<file path="src/hdl/indirect_block_map_walker_macros.svh">
// assertion macros shared by the indirect block map walker
// used by the top level only, no other dependencies
`ifndef INDIRECT_BLOCK_MAP_WALKER_MACROS_SVH
`define INDIRECT_BLOCK_MAP_WALKER_MACROS_SVH

// same-cycle implication, checked out of reset
`define IBMW_ASSERT_IMPLIES(lbl, ante, cons, msg) \
	lbl: assert property (@(posedge clk) disable iff (!arst_n) (ante) |-> (cons)) \
		else $error(msg);

// next-cycle implication, checked out of reset
`define IBMW_ASSERT_NEXT(lbl, ante, cons, msg) \
	lbl: assert property (@(posedge clk) disable iff (!arst_n) (ante) |=> (cons)) \
		else $error(msg);

`endif

</file>
<file path="src/hdl/ibmw_pkg.sv">
// shared types, codes and helpers of the indirect block map walker
// no dependencies
`default_nettype none

package ibmw_pkg;

	localparam int DIRECT_POINTERS = 12;
	localparam int TABLE_DEPTH = DIRECT_POINTERS + 3;
	localparam int TBL_AW = $clog2(TABLE_DEPTH);
	localparam int SLOT_SINGLE = DIRECT_POINTERS;
	localparam int SLOT_DOUBLE = DIRECT_POINTERS + 1;
	localparam int SLOT_TRIPLE = DIRECT_POINTERS + 2;

	localparam logic [1:0] MODE_LOAD   = 2'd0;
	localparam logic [1:0] MODE_LOOKUP = 2'd1;
	localparam logic [1:0] MODE_WORD   = 2'd2;
	localparam logic [1:0] MODE_NONE   = 2'd3;

	localparam logic KIND_READ  = 1'b0;
	localparam logic KIND_FINAL = 1'b1;

	typedef struct packed {
		logic [1:0]  mode;
		logic [3:0]  pointer_slot;
		logic [31:0] pointer_value;
		logic [31:0] logical_block;
		logic [31:0] read_word;
	} in_item_t;

	typedef struct packed {
		logic        kind;
		logic [31:0] read_block;
		logic [13:0] read_index;
		logic [31:0] data_block;
	} out_item_t;

	typedef struct packed {
		logic capture;
		logic classify;
		logic execute;
	} dp_cmd_t;

	typedef struct packed {
		logic has_result;
	} dp_sts_t;

	typedef enum logic [1:0] {
		S_IDLE,
		S_CLASS,
		S_EXEC,
		S_RESP
	} state_t;

	// pointers per block is 2**shift, shift 8..14, sizes above 6 clamp to 6
	function automatic logic [3:0] ptr_shift(input logic [2:0] log_size);
		logic [2:0] l;
		l = (log_size > 3'd6) ? 3'd6 : log_size;
		return 4'd8 + {1'b0, l};
	endfunction

endpackage

`default_nettype wire

</file>
<file path="src/hdl/ibmw_ctrl.sv">
// controller state machine of the indirect block map walker
// depends on ibmw_pkg
`default_nettype none

module ibmw_ctrl (
	input  logic             clk,
	input  logic             arst_n,
	input  logic             in_valid,
	output logic             in_ready,
	output logic             out_valid,
	input  logic             out_ready,
	input  ibmw_pkg::dp_sts_t sts,
	output ibmw_pkg::dp_cmd_t cmd
);
	import ibmw_pkg::*;

	state_t state_q;
	state_t state_nx;

	always_ff @(posedge clk or negedge arst_n) begin
		if (!arst_n) begin
			state_q <= S_IDLE;
		end else begin
			state_q <= state_nx;
		end
	end

	always_comb begin
		state_nx = state_q;
		unique case (state_q)
			S_IDLE: begin
				if (in_valid) state_nx = S_CLASS;
			end
			S_CLASS: begin
				state_nx = S_EXEC;
			end
			S_EXEC: begin
				state_nx = sts.has_result ? S_RESP : S_IDLE;
			end
			S_RESP: begin
				if (out_ready) state_nx = S_IDLE;
			end
			default: begin
				state_nx = S_IDLE;
			end
		endcase
	end

	always_comb begin
		in_ready     = 1'b0;
		out_valid    = 1'b0;
		cmd          = '0;
		unique case (state_q)
			S_IDLE: begin
				in_ready    = 1'b1;
				cmd.capture = in_valid;
			end
			S_CLASS: begin
				cmd.classify = 1'b1;
			end
			S_EXEC: begin
				cmd.execute = 1'b1;
			end
			S_RESP: begin
				out_valid = 1'b1;
			end
			default: begin
				in_ready = 1'b0;
			end
		endcase
	end

endmodule

`default_nettype wire

</file>
<file path="src/hdl/ibmw_dp.sv">
// datapath of the indirect block map walker: pointer table, walk state, result register
// depends on ibmw_pkg
`default_nettype none

module ibmw_dp (
	input  logic               clk,
	input  logic               arst_n,
	input  logic               cfg_we,
	input  logic [2:0]         cfg_wdata,
	input  ibmw_pkg::in_item_t in_item,
	input  ibmw_pkg::dp_cmd_t  cmd,
	output ibmw_pkg::dp_sts_t  sts,
	output ibmw_pkg::out_item_t out_item
);
	import ibmw_pkg::*;

	typedef enum logic [2:0] {
		RG_DIRECT,
		RG_SINGLE,
		RG_DOUBLE,
		RG_TRIPLE,
		RG_BEYOND
	} region_t;

	logic [2:0]  log_q;
	in_item_t    in_q;
	out_item_t   res_q;
	logic [31:0] table_q [TABLE_DEPTH];
	logic [1:0]  levels_q;
	logic [13:0] mid_q;
	logic [13:0] low_q;

	region_t     region_s1;
	logic [31:0] off_s1;

	// shift and region bases follow from the block size
	logic [3:0]  sh;
	logic [4:0]  sh2;
	logic [31:0] idx_mask;
	logic [47:0] lb_w;
	logic [47:0] per_blk;
	logic [47:0] base1;
	logic [47:0] base2;
	logic [47:0] base3;
	logic [47:0] base4;
	region_t     region_c;
	logic [47:0] base_c;

	assign sh       = ptr_shift(log_q);
	assign sh2      = {sh, 1'b0};
	assign idx_mask = (32'd1 << sh) - 32'd1;
	assign lb_w     = 48'(in_q.logical_block);
	assign per_blk  = 48'd1 << sh;
	assign base1    = 48'(DIRECT_POINTERS);
	assign base2    = base1 + per_blk;
	assign base3    = base2 + (per_blk << sh);
	assign base4    = base3 + (per_blk << sh2);

	always_comb begin
		region_c = RG_BEYOND;
		base_c   = base3;
		if (lb_w < base1) begin
			region_c = RG_DIRECT;
			base_c   = '0;
		end else if (lb_w < base2) begin
			region_c = RG_SINGLE;
			base_c   = base1;
		end else if (lb_w < base3) begin
			region_c = RG_DOUBLE;
			base_c   = base2;
		end else if (lb_w < base4) begin
			region_c = RG_TRIPLE;
			base_c   = base3;
		end
	end

	// execute stage
	logic        has_res;
	out_item_t   res_c;
	logic [1:0]  levels_nx;
	logic [13:0] mid_nx;
	logic [13:0] low_nx;
	logic        do_read;
	logic [31:0] rd_blk;
	logic [13:0] rd_idx;
	logic [1:0]  rd_lvls;
	logic        tbl_we;
	logic [TBL_AW-1:0] direct_idx;

	assign direct_idx = in_q.logical_block[TBL_AW-1:0];

	always_comb begin
		has_res   = 1'b0;
		res_c     = '0;
		levels_nx = levels_q;
		mid_nx    = mid_q;
		low_nx    = low_q;
		do_read   = 1'b0;
		rd_blk    = '0;
		rd_idx    = '0;
		rd_lvls   = '0;
		tbl_we    = 1'b0;
		unique case (in_q.mode)
			MODE_LOAD: begin
				tbl_we = (32'(in_q.pointer_slot) < TABLE_DEPTH);
			end
			MODE_LOOKUP: begin
				levels_nx = 2'd0;
				case (region_s1)
					RG_DIRECT: begin
						has_res          = 1'b1;
						res_c.kind       = KIND_FINAL;
						res_c.data_block = table_q[direct_idx];
					end
					RG_SINGLE: begin
						do_read = 1'b1;
						rd_blk  = table_q[SLOT_SINGLE];
						rd_idx  = off_s1[13:0];
						rd_lvls = 2'd1;
					end
					RG_DOUBLE: begin
						low_nx  = 14'(off_s1 & idx_mask);
						do_read = 1'b1;
						rd_blk  = table_q[SLOT_DOUBLE];
						rd_idx  = 14'(off_s1 >> sh);
						rd_lvls = 2'd2;
					end
					RG_TRIPLE: begin
						low_nx  = 14'(off_s1 & idx_mask);
						mid_nx  = 14'((off_s1 >> sh) & idx_mask);
						do_read = 1'b1;
						rd_blk  = table_q[SLOT_TRIPLE];
						rd_idx  = 14'(off_s1 >> sh2);
						rd_lvls = 2'd3;
					end
					default: begin
						// beyond triple reach
						has_res    = 1'b1;
						res_c.kind = KIND_FINAL;
					end
				endcase
			end
			MODE_WORD: begin
				case (levels_q)
					2'd1: begin
						has_res          = 1'b1;
						res_c.kind       = KIND_FINAL;
						res_c.data_block = in_q.read_word;
						levels_nx        = 2'd0;
					end
					2'd2: begin
						do_read = 1'b1;
						rd_blk  = in_q.read_word;
						rd_idx  = low_q;
						rd_lvls = 2'd1;
					end
					2'd3: begin
						do_read = 1'b1;
						rd_blk  = in_q.read_word;
						rd_idx  = mid_q;
						rd_lvls = 2'd2;
					end
					default: begin
						has_res = 1'b0;
					end
				endcase
			end
			MODE_NONE: begin
				has_res = 1'b0;
			end
			default: begin
				has_res = 1'b0;
			end
		endcase

		// zero pointer is a sparse hole
		if (do_read) begin
			has_res = 1'b1;
			if (rd_blk == 32'd0) begin
				res_c.kind = KIND_FINAL;
				levels_nx  = 2'd0;
			end else begin
				res_c.kind       = KIND_READ;
				res_c.read_block = rd_blk;
				res_c.read_index = rd_idx;
				levels_nx        = rd_lvls;
			end
		end
	end

	assign sts.has_result = has_res;
	assign out_item       = res_q;

	always_ff @(posedge clk or negedge arst_n) begin
		if (!arst_n) begin
			log_q    <= '0;
			levels_q <= '0;
			mid_q    <= '0;
			low_q    <= '0;
			for (int i = 0; i < TABLE_DEPTH; i++) begin
				table_q[i] <= '0;
			end
		end else begin
			if (cfg_we) log_q <= cfg_wdata;
			if (cmd.execute) begin
				levels_q <= levels_nx;
				mid_q    <= mid_nx;
				low_q    <= low_nx;
				if (tbl_we) table_q[TBL_AW'(in_q.pointer_slot)] <= in_q.pointer_value;
			end
		end
	end

	always_ff @(posedge clk) begin
		if (cmd.capture) in_q <= in_item;
		if (cmd.classify) begin
			region_s1 <= region_c;
			off_s1    <= 32'(lb_w - base_c);
		end
		if (cmd.execute && has_res) res_q <= res_c;
	end

endmodule

`default_nettype wire

</file>
<file path="src/hdl/indirect_block_map_walker.sv">
// indirect block map walker: an accepted item is registered, then classified, then
// executed; an item with no result returns the block to idle, one with a result is
// held until the output side takes it; one item in flight (classify, execute, result hold)
// the pointer table, walk depth, saved indices and block size clear on arst_n
// with no clearing pass; the block takes an item right after reset
`default_nettype none
`include "indirect_block_map_walker_macros.svh"

module indirect_block_map_walker (
	input  logic                clk,
	input  logic                arst_n,
	input  logic                cfg_we,
	input  logic [2:0]          cfg_wdata,
	input  logic                in_valid,
	output logic                in_ready,
	input  ibmw_pkg::in_item_t  in_item,
	output logic                out_valid,
	input  logic                out_ready,
	output ibmw_pkg::out_item_t out_item
);
	import ibmw_pkg::*;

	// command and status between controller and datapath
	dp_cmd_t cmd;
	dp_sts_t sts;

	// controller: idle -> classify -> execute -> (result hold) -> idle
	ibmw_ctrl u_ctrl (
		.clk       (clk),
		.arst_n    (arst_n),
		.in_valid  (in_valid),
		.in_ready  (in_ready),
		.out_valid (out_valid),
		.out_ready (out_ready),
		.sts       (sts),
		.cmd       (cmd)
	);

	// datapath: item register, region compare, pointer table and walk registers
	ibmw_dp u_dp (
		.clk       (clk),
		.arst_n    (arst_n),
		.cfg_we    (cfg_we),
		.cfg_wdata (cfg_wdata),
		.in_item   (in_item),
		.cmd       (cmd),
		.sts       (sts),
		.out_item  (out_item)
	);

	// one item at a time: never take an item while a result is held
	`IBMW_ASSERT_IMPLIES(a_no_overlap, in_ready, !out_valid, "item taken while result held")
	// an accepted item goes to classify, neither ready nor showing a result
	`IBMW_ASSERT_NEXT(a_accept_busy, in_valid && in_ready, !in_ready && !out_valid,
		"accepted item did not start processing")
	// a delivered result returns the block to idle
	`IBMW_ASSERT_NEXT(a_resp_done, out_valid && out_ready, in_ready,
		"block not idle after result delivered")

endmodule

`default_nettype wire
</file>
<file path="config.mk">
export PLATFORM = sky130hd
export DESIGN_NAME = indirect_block_map_walker
export DESIGN_NICKNAME = d
export VERILOG_FILES = /design/src/hdl/ibmw_pkg.sv /design/src/hdl/ibmw_ctrl.sv /design/src/hdl/ibmw_dp.sv /design/src/hdl/indirect_block_map_walker.sv
export VERILOG_INCLUDE_DIRS = /design/src /design/src/hdl
export SDC_FILE = /design/constraint.sdc
export NUM_CORES = 1
export LEC_CHECK = 0
export ABC_AREA = 1
export ABC_CLOCK_PERIOD_IN_PS = 17700
export BUFFER_PORTS_ARGS = -buffer_cell sky130_fd_sc_hd__buf_4
export CAP_MARGIN = 20
export CORE_UTILIZATION = 40
export CTS_BUF_LIST = sky130_fd_sc_hd__clkbuf_4 sky130_fd_sc_hd__clkbuf_8
export CTS_CLUSTER_DIAMETER = 30
export CTS_CLUSTER_SIZE = 25
export DETAILED_ROUTE_END_ITERATION = 8
export PLACE_DENSITY = 0.54
export SLEW_MARGIN = 25
export SYNTH_ARGS = -nofsm -noshare
export SYNTH_HDL_FRONTEND = slang
export SYNTH_SLANG_ARGS = --single-unit
</file>
<file path="constraint.sdc">
create_clock -name clk -period 17.7 [get_ports clk]
set_input_delay 2.655 -clock clk [delete_from_list [all_inputs] [get_ports clk]]
set_output_delay 2.655 -clock clk [all_outputs]
set_load 0.1 [all_outputs]
</file>
==> PnR_summary.wiki, run 1 <==
{| class="wikitable"
! Metric !! Value
|-
| Outcome || completed
|-
| Post-Route WL || 117000 µm
|-
| Number of optimization iterations in the first detailed-route pass || 5
|-
| Number of buffers created by CTS || about 160
|-
| Global route overflow || 0
|-
| Post-detailed-route count of antenna-violating nets || 0
|-
| Fraction of power consumed by the clock network || between 30% and 40%
|-
| Insertion delay to the later sink of the worst-skew pair || roughly 0.84 ns
|-
| Iteration-0 DRC count of the detailed router || about 2500
|-
| Filler cell count in the final layout || ~8500
|-
| Core ar. || approximately 86000 µm²
|-
| Type of the tightest min-delay check || reg2reg
|-
| Num rows || approximately 110
|-
| Share of the synthesized area in the top cell type || roughly 37%
|-
| Most common cell after layout, fill and taps aside || nand2_1
|-
| H-Tree Depth || 4
|-
| Part of the Yosys area used for sequential elements || 55.5%
|-
| Post-route DRC || 0
|-
| Critical path peak fanout || 28
|-
| Top library cells by usage in the layout, fill and taps aside || nand2_1, o21ai_0, dfrtp_1, nor2_1, buf_4
|-
| Combinational power share || 23.5%
|-
| Overall Global Routing Usage || a little over a quarter
|-
| Total Die Area || slightly below 90000 µm²
|-
| Floorplan die height || just under 300 µm
|-
| Avg WL per Cell || 21.4 µm
|-
| Max Fclk || approximately 160 MHz
|-
| Data arrival, critical path || 6.65 ns
|-
| Startpoint types || register
|-
| Post-CTS repair timing setup buffer count || 0
|-
| Die Span X || slightly below 300 µm
|-
| Worst slew slack as a fraction of its limit || between 30% and 40%
|-
| Number of pins exceeding their max-slew limit in the final report || 0
|-
| Number of buffers on the longest clock path || 3
|-
| Wire length of the first global-routing pass || between 150000 and 200000 µm
|-
| Post-synth EDFFs || about 220
|-
| Top post-synthesis cells by area || dfrtp_1, edfxtp_1, o21ai_0
|-
| Switching power as a share of total power || 34.8%
|-
| Register share of total power || about two fifths
|-
| Total vias in the final route || a little under 30000
|-
| Quantity of gates resized following cts || 0
|-
| CTS clock-pin slew for the worst setup and hold paths || around 0.060 ns
|-
| Proportion of layout cells with a drive suffix above 1 || between 10% and 20%
|-
| Predominant post-synthesis flop cell || dfrtp_1
|-
| Clk Tree Root Cell || clkbuf_8
|-
| Cell type with the largest total area after synthesis || dfrtp_1
|-
| Power density over the cells || 149 nW/µm²
|-
| Final total power || 6.11 mW
|-
| Count of maximum capacitance violations || 0
|-
| Number of hold buffers added after cts || 0
|-
| Number of setup violations in the final report || 0
|-
| Count of input and output buffers || 190
|-
| Clock tree from TritonCTS || yes
|-
| Transition at the pin with the smallest max-transition slack || 1.01 ns
|-
| GPL Wtd Cong || 0.913
|-
| Post-synthesis cell count || 4074
|-
| Antenna violations before repair || 2
|-
| Effective utilization at floorplan || 40.7%
|-
| Cell-internal power || approximately 4 mW
|-
| Required time worst endpoint || about 18 ns
|-
| Final worst-path cycle share || around 35%
|-
| Final HPWL from detailed placement || 72500 µm
|-
| Setup Total Neg Slack || 0 ns
|-
| Final instance area || 41100 µm²
|-
| P_sw || roughly 2.1 mW
|-
| Clk sink count || approximately 730
|-
| Max IR drop VDD || 0.0941 mV
|-
| Mapped cell area || ~35000 µm²
|-
| Number of global-route vias before repair || 29100
|-
| Post-synthesis register bit count || ~730
|-
| Synthesis warning total || 0
|-
| Setup repair after global routing missed its margin || no
|-
| Crit path kind || reg2reg
|-
| Final worst clock skew || about 0.045 ns
|-
| Count of different cell masters after synthesis || 50
|-
| Via density || around 5.4
|-
| Count of endpoints failing hold in the final timing report || 0
|-
| Post-Synthesis Mean Instance Area || around 8.6 µm²
|-
| Maximum number of pins on one net before global-route repair || 164
|-
| I/O pin count || between 150 and 200
|-
| Hold Slack || around 0.48 ns
|-
| Proportion of register bits with asynchronous set or reset after synthesis || 70.5%
|-
| Cell area after placement || 37200 µm²
|-
| Crit. End Element || register
|-
| NumNets Final || roughly 4400
|-
| Minimum period implied by the final worst setup slack || just over 6 ns
|-
| Layout Area Growth over Synthesis || 17.8%
|-
| Lkg Pwr || roughly 18 nW
|}
-- path summary, 6_finish.rpt --
| check | to | startpoint | slack (ns) | cells past startpoint |
|---|---|---|---|---|
| min in group asynchronous | u_dp.table_q[295] | arst_n | 1.85 | 1 |
| worst max register to register | u_dp.off_s1[22] | u_dp.log_q[1] | 11.58 | 21 |
| max in group asynchronous | u_dp.low_q[9] | arst_n | 12.74 | 4 |
| worst min register to register | u_dp.table_q[440] | u_dp.table_q[440] | 0.48 | 2 |
| worst min-delay path | u_dp.table_q[440] | u_dp.table_q[440] | 0.48 | 2 |
| worst max-delay path | u_dp.off_s1[22] | u_dp.log_q[1] | 11.58 | 21 |
-- cells in the mapped netlist, drive strengths merged (2+ instances only) --
cell type,instances
a21o,2
o22ai,52
a31oi,8
xnor2,5
inv,199
nor4,7
edfxtp,216
clkinv,3
conb,2
o21ai,827
xor2,17
nor2,315
buf,49
o21bai,4
nand2,1097
dfrtp,515
nand4,19
o211ai,27
nor3b,2
o21a,6
clkbuf,227
o221ai,55
or2,6
a22oi,4
nor3,11
a21oi,129
nand3,202
ha,59
o31ai,2
-- final cells by class --
class | instances | area, µm² | share of cell area [%]
Timing Repair Buffer | 231 | 1810 | 4.40
Sequential cell | 731 | 19400 | 47.1
Clock inverter | 85 | 1100 | 2.69
Inverter | 202 | 766 | 1.86
Multi-Input combinational cell | 2888 | 13800 | 33.7
Tap cell | 1144 | 1430 | 3.48
Antenna cell | 1 | 2.50 | 0.00609
Clock buffer | 216 | 2780 | 6.76
-- layer usage --
metal,routed length [µm],track usage [%],part of all wire (%),up-vias
li1,-,-,-,14100
met1,49500,34.0,42,14400
met2,56900,44.1,48,939
met3,6040,3.95,5.1,237
met4,5040,12.6,4.3,0
met5,0,0,0,-
-- logic make-up (layout without fill, tap and decap cells) --
family,count (synthesis),after routing,share of synthesized area [%]
AOI/OAI and AO/OA,1121,1121,17.3
xor gates and xnor gates,22,22,0.552
adders and majority gates,60,60,2.17
buffers and inverters,478,734,5.48
DFF,731,731,55.5
other,2,26,0.0215
and+or+nand+nor,1660,1660,19.0
-- power groups by stage --
stage               sequential, mW  clock [mW]  combinational (mW)
finish                        2.46        2.22                1.44
global route                  2.50        2.34                1.61
CTS                           2.45        2.26                1.44
detailed placement            2.48           0                1.44
global placement              2.47           0                1.43
floorplan                     2.44           0               0.934
-- flip-flops by register name, summed over array words and instances (netlist names) --
| name | cells |
|---|---|
| u_dp.low_q | 14 |
| u_dp.direct_idx | 4 |
| u_dp.in_q | 98 |
| u_dp.mid_q | 14 |
| u_dp.table_q | 480 |
| u_dp.levels_q | 2 |
| u_dp.region_s1 | 3 |
| u_dp.out_item | 79 |
| u_ctrl.state_q | 2 |
| u_dp.off_s1 | 32 |
| u_dp.log_q | 3 |
-- stage by stage --
stage,setup WS [ns],utilization (%),std cells
after floorplan,7.02,-,4097
after CTS,11.64,47.9,5497
after detailed placement,11.63,43.4,5196
final,11.58,47.9,5498
after global placement,11.43,43.3,5194
after global routing,11.18,47.9,5498
-- worst max-delay path: stages, from the launching register on --
cell	delay (ns)
dfrtp_1	0.76
inv_2	0.37
nor2_1	0.54
inv_1	0.17
nor2_1	0.52
inv_1	0.10
ha_1	0.29
nand2_1	0.06
o21ai_0	0.16
nand2_1	0.07
nand3_1	0.17
nor2_1	0.10
nor2_2	0.65
nand2_1	0.15
ha_1	0.39
a21oi_1	0.26
o21ai_0	0.15
a21oi_1	0.16
nand2_1	0.13
a21boi_0	0.28
o21ai_0	0.17
xor2_1	0.17
Power figures use the tool's default switching activity.
==> run 2: changes to the inputs <==
- ABC_CLOCK_PERIOD_IN_PS: 17700 -> 5410
- PLACE_DENSITY: 0.54 -> 0.56
- clock period: 17.7 -> 5.41 ns (I/O delays scaled with it)
==> PnR_summary.wiki, run 2 (synthesized netlist as in run 1, its figures left out) <==
{| class="wikitable"
! Metric !! Value
|-
| Outcome || completed (unchanged)
|-
| Minimum period implied by the final worst setup slack || 4.72 ns (was 6.12 ns)
|-
| Final HPWL from detailed placement || 71200 µm (was 72500 µm)
|-
| Avg WL per Cell || 21.1 µm (was 21.4 µm)
|-
| Crit. End Element || register (unchanged)
|-
| Antenna violations before repair || 2 (unchanged)
|-
| Post-detailed-route count of antenna-violating nets || 0 (unchanged)
|-
| GR Layer Usage met3 || 3.83% (was 3.95%)
|-
| GPL Wtd Cong || 0.944 (was 0.913)
|-
| Insertion delay to the later sink of the worst-skew pair || 0.83 ns (was 0.84 ns)
|-
| Number of pins exceeding their max-slew limit in the final report || 0 (unchanged)
|-
| GR met1 Demand/Resource || 33.4% (was 34.0%)
|-
| Clk Tree Root Cell || clkbuf_8 (unchanged)
|-
| Number of optimization iterations in the first detailed-route pass || 6 (was 5)
|-
| Busiest grt layer || met2 (unchanged)
|-
| Global route overflow || 0 (unchanged)
|-
| Post-route DRC || 0 (unchanged)
|-
| Total vias in the final route || 29700 (was 29600)
|-
| Clk sink count || 731 (unchanged)
|-
| I/O pin count || 191 (unchanged)
|-
| Post-Route WL || 116000 µm (was 117000 µm)
|-
| Setup repair after global routing missed its margin || no (unchanged)
|-
| Quantity of gates resized following cts || 0 (unchanged)
|-
| Number of setup violations in the final report || 0 (unchanged)
|-
| Number of buffers created by CTS || 163 (unchanged)
|-
| Post-CTS repair timing setup buffer count || 0 (unchanged)
|-
| Num rows || 107 (unchanged)
|-
| Max reg flops || 480 (unchanged)
|-
| Via density || 5.38 (was 5.39)
|-
| Floorplan die height || 297 µm (unchanged)
|-
| Power density over the cells || 483 nW/µm² (was 149 nW/µm²)
|-
| Worst slew slack as a fraction of its limit || 30.1% (was 32.9%)
|-
| Most flop-heavy register || u_dp.table_q (unchanged)
|-
| Data arrival, critical path || 5.25 ns (was 6.65 ns)
|-
| Lkg Pwr || 18.3 nW (was 18.2 nW)
|-
| Clock tree from TritonCTS || yes (unchanged)
|-
| Core ar. || 85800 µm² (unchanged)
|-
| H-Tree Depth || 4 (unchanged)
|-
| Most common cell after layout, fill and taps aside || nand2_1 (unchanged)
|-
| Crit path kind || reg2reg (unchanged)
|-
| Global-route met2 utilization || 44.0% (was 44.1%)
|-
| Transition at the pin with the smallest max-transition slack || 1.04 ns (was 1.01 ns)
|-
| NumNets Final || 4400 (was 4387)
|-
| Startpoint types || register (unchanged)
|-
| Cell area after placement || 37400 µm² (was 37200 µm²)
|-
| Final instance area || 41200 µm² (was 41100 µm²)
|-
| Number of buffers on the longest clock path || 3 (unchanged)
|-
| Max Fclk || 212 MHz (was 163 MHz)
|-
| Die Span X || 297 µm (unchanged)
|-
| Count of maximum capacitance violations || 0 (unchanged)
|-
| Footprint of the flip-flops and latches || 19400 µm² (unchanged)
|-
| Number of hold buffers added after cts || 0 (unchanged)
|-
| Filler cell count in the final layout || 8420 (was 8505)
|-
| Layout Area Growth over Synthesis || 18.2% (was 17.8%)
|-
| Effective utilization at floorplan || 40.7% (unchanged)
|-
| Critical path peak fanout || 28 (unchanged)
|-
| Number of global-route vias before repair || 29400 (was 29100)
|-
| Worst setup margin || 0.692 ns (was 11.58 ns)
|-
| Overall Global Routing Usage || 26.3% (was 26.5%)
|-
| Count of input and output buffers || 190 (unchanged)
|-
| Iteration-0 DRC count of the detailed router || 2556 (was 2501)
|-
| Final Util || 48.1% (was 47.9%)
|-
| Worst slack, placed || 0.750 ns (was 11.63 ns)
|-
| Count of endpoints failing hold in the final timing report || 0 (unchanged)
|-
| Proportion of layout cells with a drive suffix above 1 || 13.4% (was 13.1%)
|-
| Wire length of the first global-routing pass || 177000 µm (was 179000 µm)
|-
| Instance count after placement with tap cells included || 5209 (was 5196)
|-
| Required time worst endpoint || 5.94 ns (was 18.23 ns)
|-
| Final worst clock skew || 0.0416 ns (was 0.0446 ns)
|-
| Maximum number of pins on one net before global-route repair || 189 (was 164)
|-
| Top library cells by usage in the layout, fill and taps aside || nand2_1, o21ai_0, dfrtp_1, nor2_1, buf_4 (unchanged)
|-
| Type of the tightest min-delay check || in2async (was reg2reg)
|-
| Area of the multi-input gates || 13800 µm² (about the same)
|-
| Final worst-path cycle share || 87.2% (was 34.6%)
|-
| Number of cells in the finished layout apart from fillers || 5513 (was 5498)
|-
| CTS clock-pin slew for the worst setup and hold paths || 0.06 ns (about the same)
|-
| Setup Total Neg Slack || 0 ns (unchanged)
|-
| Total Die Area || 88400 µm² (unchanged)
|-
| Max IR drop VDD || 0.294 mV (was 0.0941 mV)
|}
run 2: cell types whose count changed in the layout (fill, tap and decap cells not counted), moves of 2 or more:
cell | previous run | this run
buf_4 | 225 | 233
buf_12 | 3 | 10
clkinvlp_4 | 16 | 22
inv_6 | 5 | 1
clkinv_8 | 0 | 3
bufinv_16 | 23 | 21
run 2: area by class of cell:
cell class / instances / area share (%)
inverter: 202 / 1.86
multi-input combinational: 2888 / 33.6
sequential: 731 / 47.0
clock inverter: 88 / 2.66
tap: 1144 / 3.47
timing repair buffer: 244 / 4.76
clock buffer: 215 / 6.70
antenna: 1 / 0.00607
run 2: worst max-delay path, cell delays in order (launching register included):
cell and delay (ns):
dfrtp_1 0.38, buf_4 0.18, inv_2 0.33, nand2_1 0.17, nor2_1 0.12, buf_4 0.16, inv_1 0.09, ha_1 0.28
nand2_1 0.06, nor2_1 0.09, nand3_1 0.09, nand3_1 0.14, nor2_1 0.08, nor2_1 0.21, buf_4 0.25, nand2_1 0.09
ha_1 0.37, nand2_1 0.11, nor2_1 0.27, nor3b_1 0.22, nand2_1 0.08, nand2_1 0.15, a21boi_0 0.15, o21ai_0 0.26
xor2_1 0.09
run 2: worst paths after layout:
kind / startpoint / endpoint / slack, ns / depth (start not counted)
worst max register to register: u_dp.log_q[1] / u_dp.off_s1[22] / 0.69 / 24
max in group asynchronous: arst_n / u_dp.low_q[8] / 4.13 / 2
min in group clk: in_item[29] / u_dp.in_q[29] / 0.16 / 1
worst min register to register: u_dp.table_q[180] / u_dp.table_q[180] / 0.47 / 2
worst min-delay path: arst_n / u_dp.table_q[226] / 0.05 / 1
worst max-delay path: u_dp.log_q[1] / u_dp.off_s1[22] / 0.69 / 24
run 2: stage by stage:
step                      hold WS [ns]  power, mW
after floorplan                  0.421       11.0
after global placement           0.461       12.8
after detailed placement         0.467       12.8
after CTS                       0.0643       20.0
after global routing             0.115       21.0
final                           0.0472       19.9
run 2: routing by layer:
layer	vias up	wire length [µm]
li1	14100	-
met1	14400	49200
met2	898	56300
met3	248	5900
met4	0	4940
met5	-	0
run 2: where the power goes:
group	switching, mW	internal (mW)
clock	2.76	4.39
combinational	3.34	1.41
sequential	0.849	7.15
total	6.95	13.0
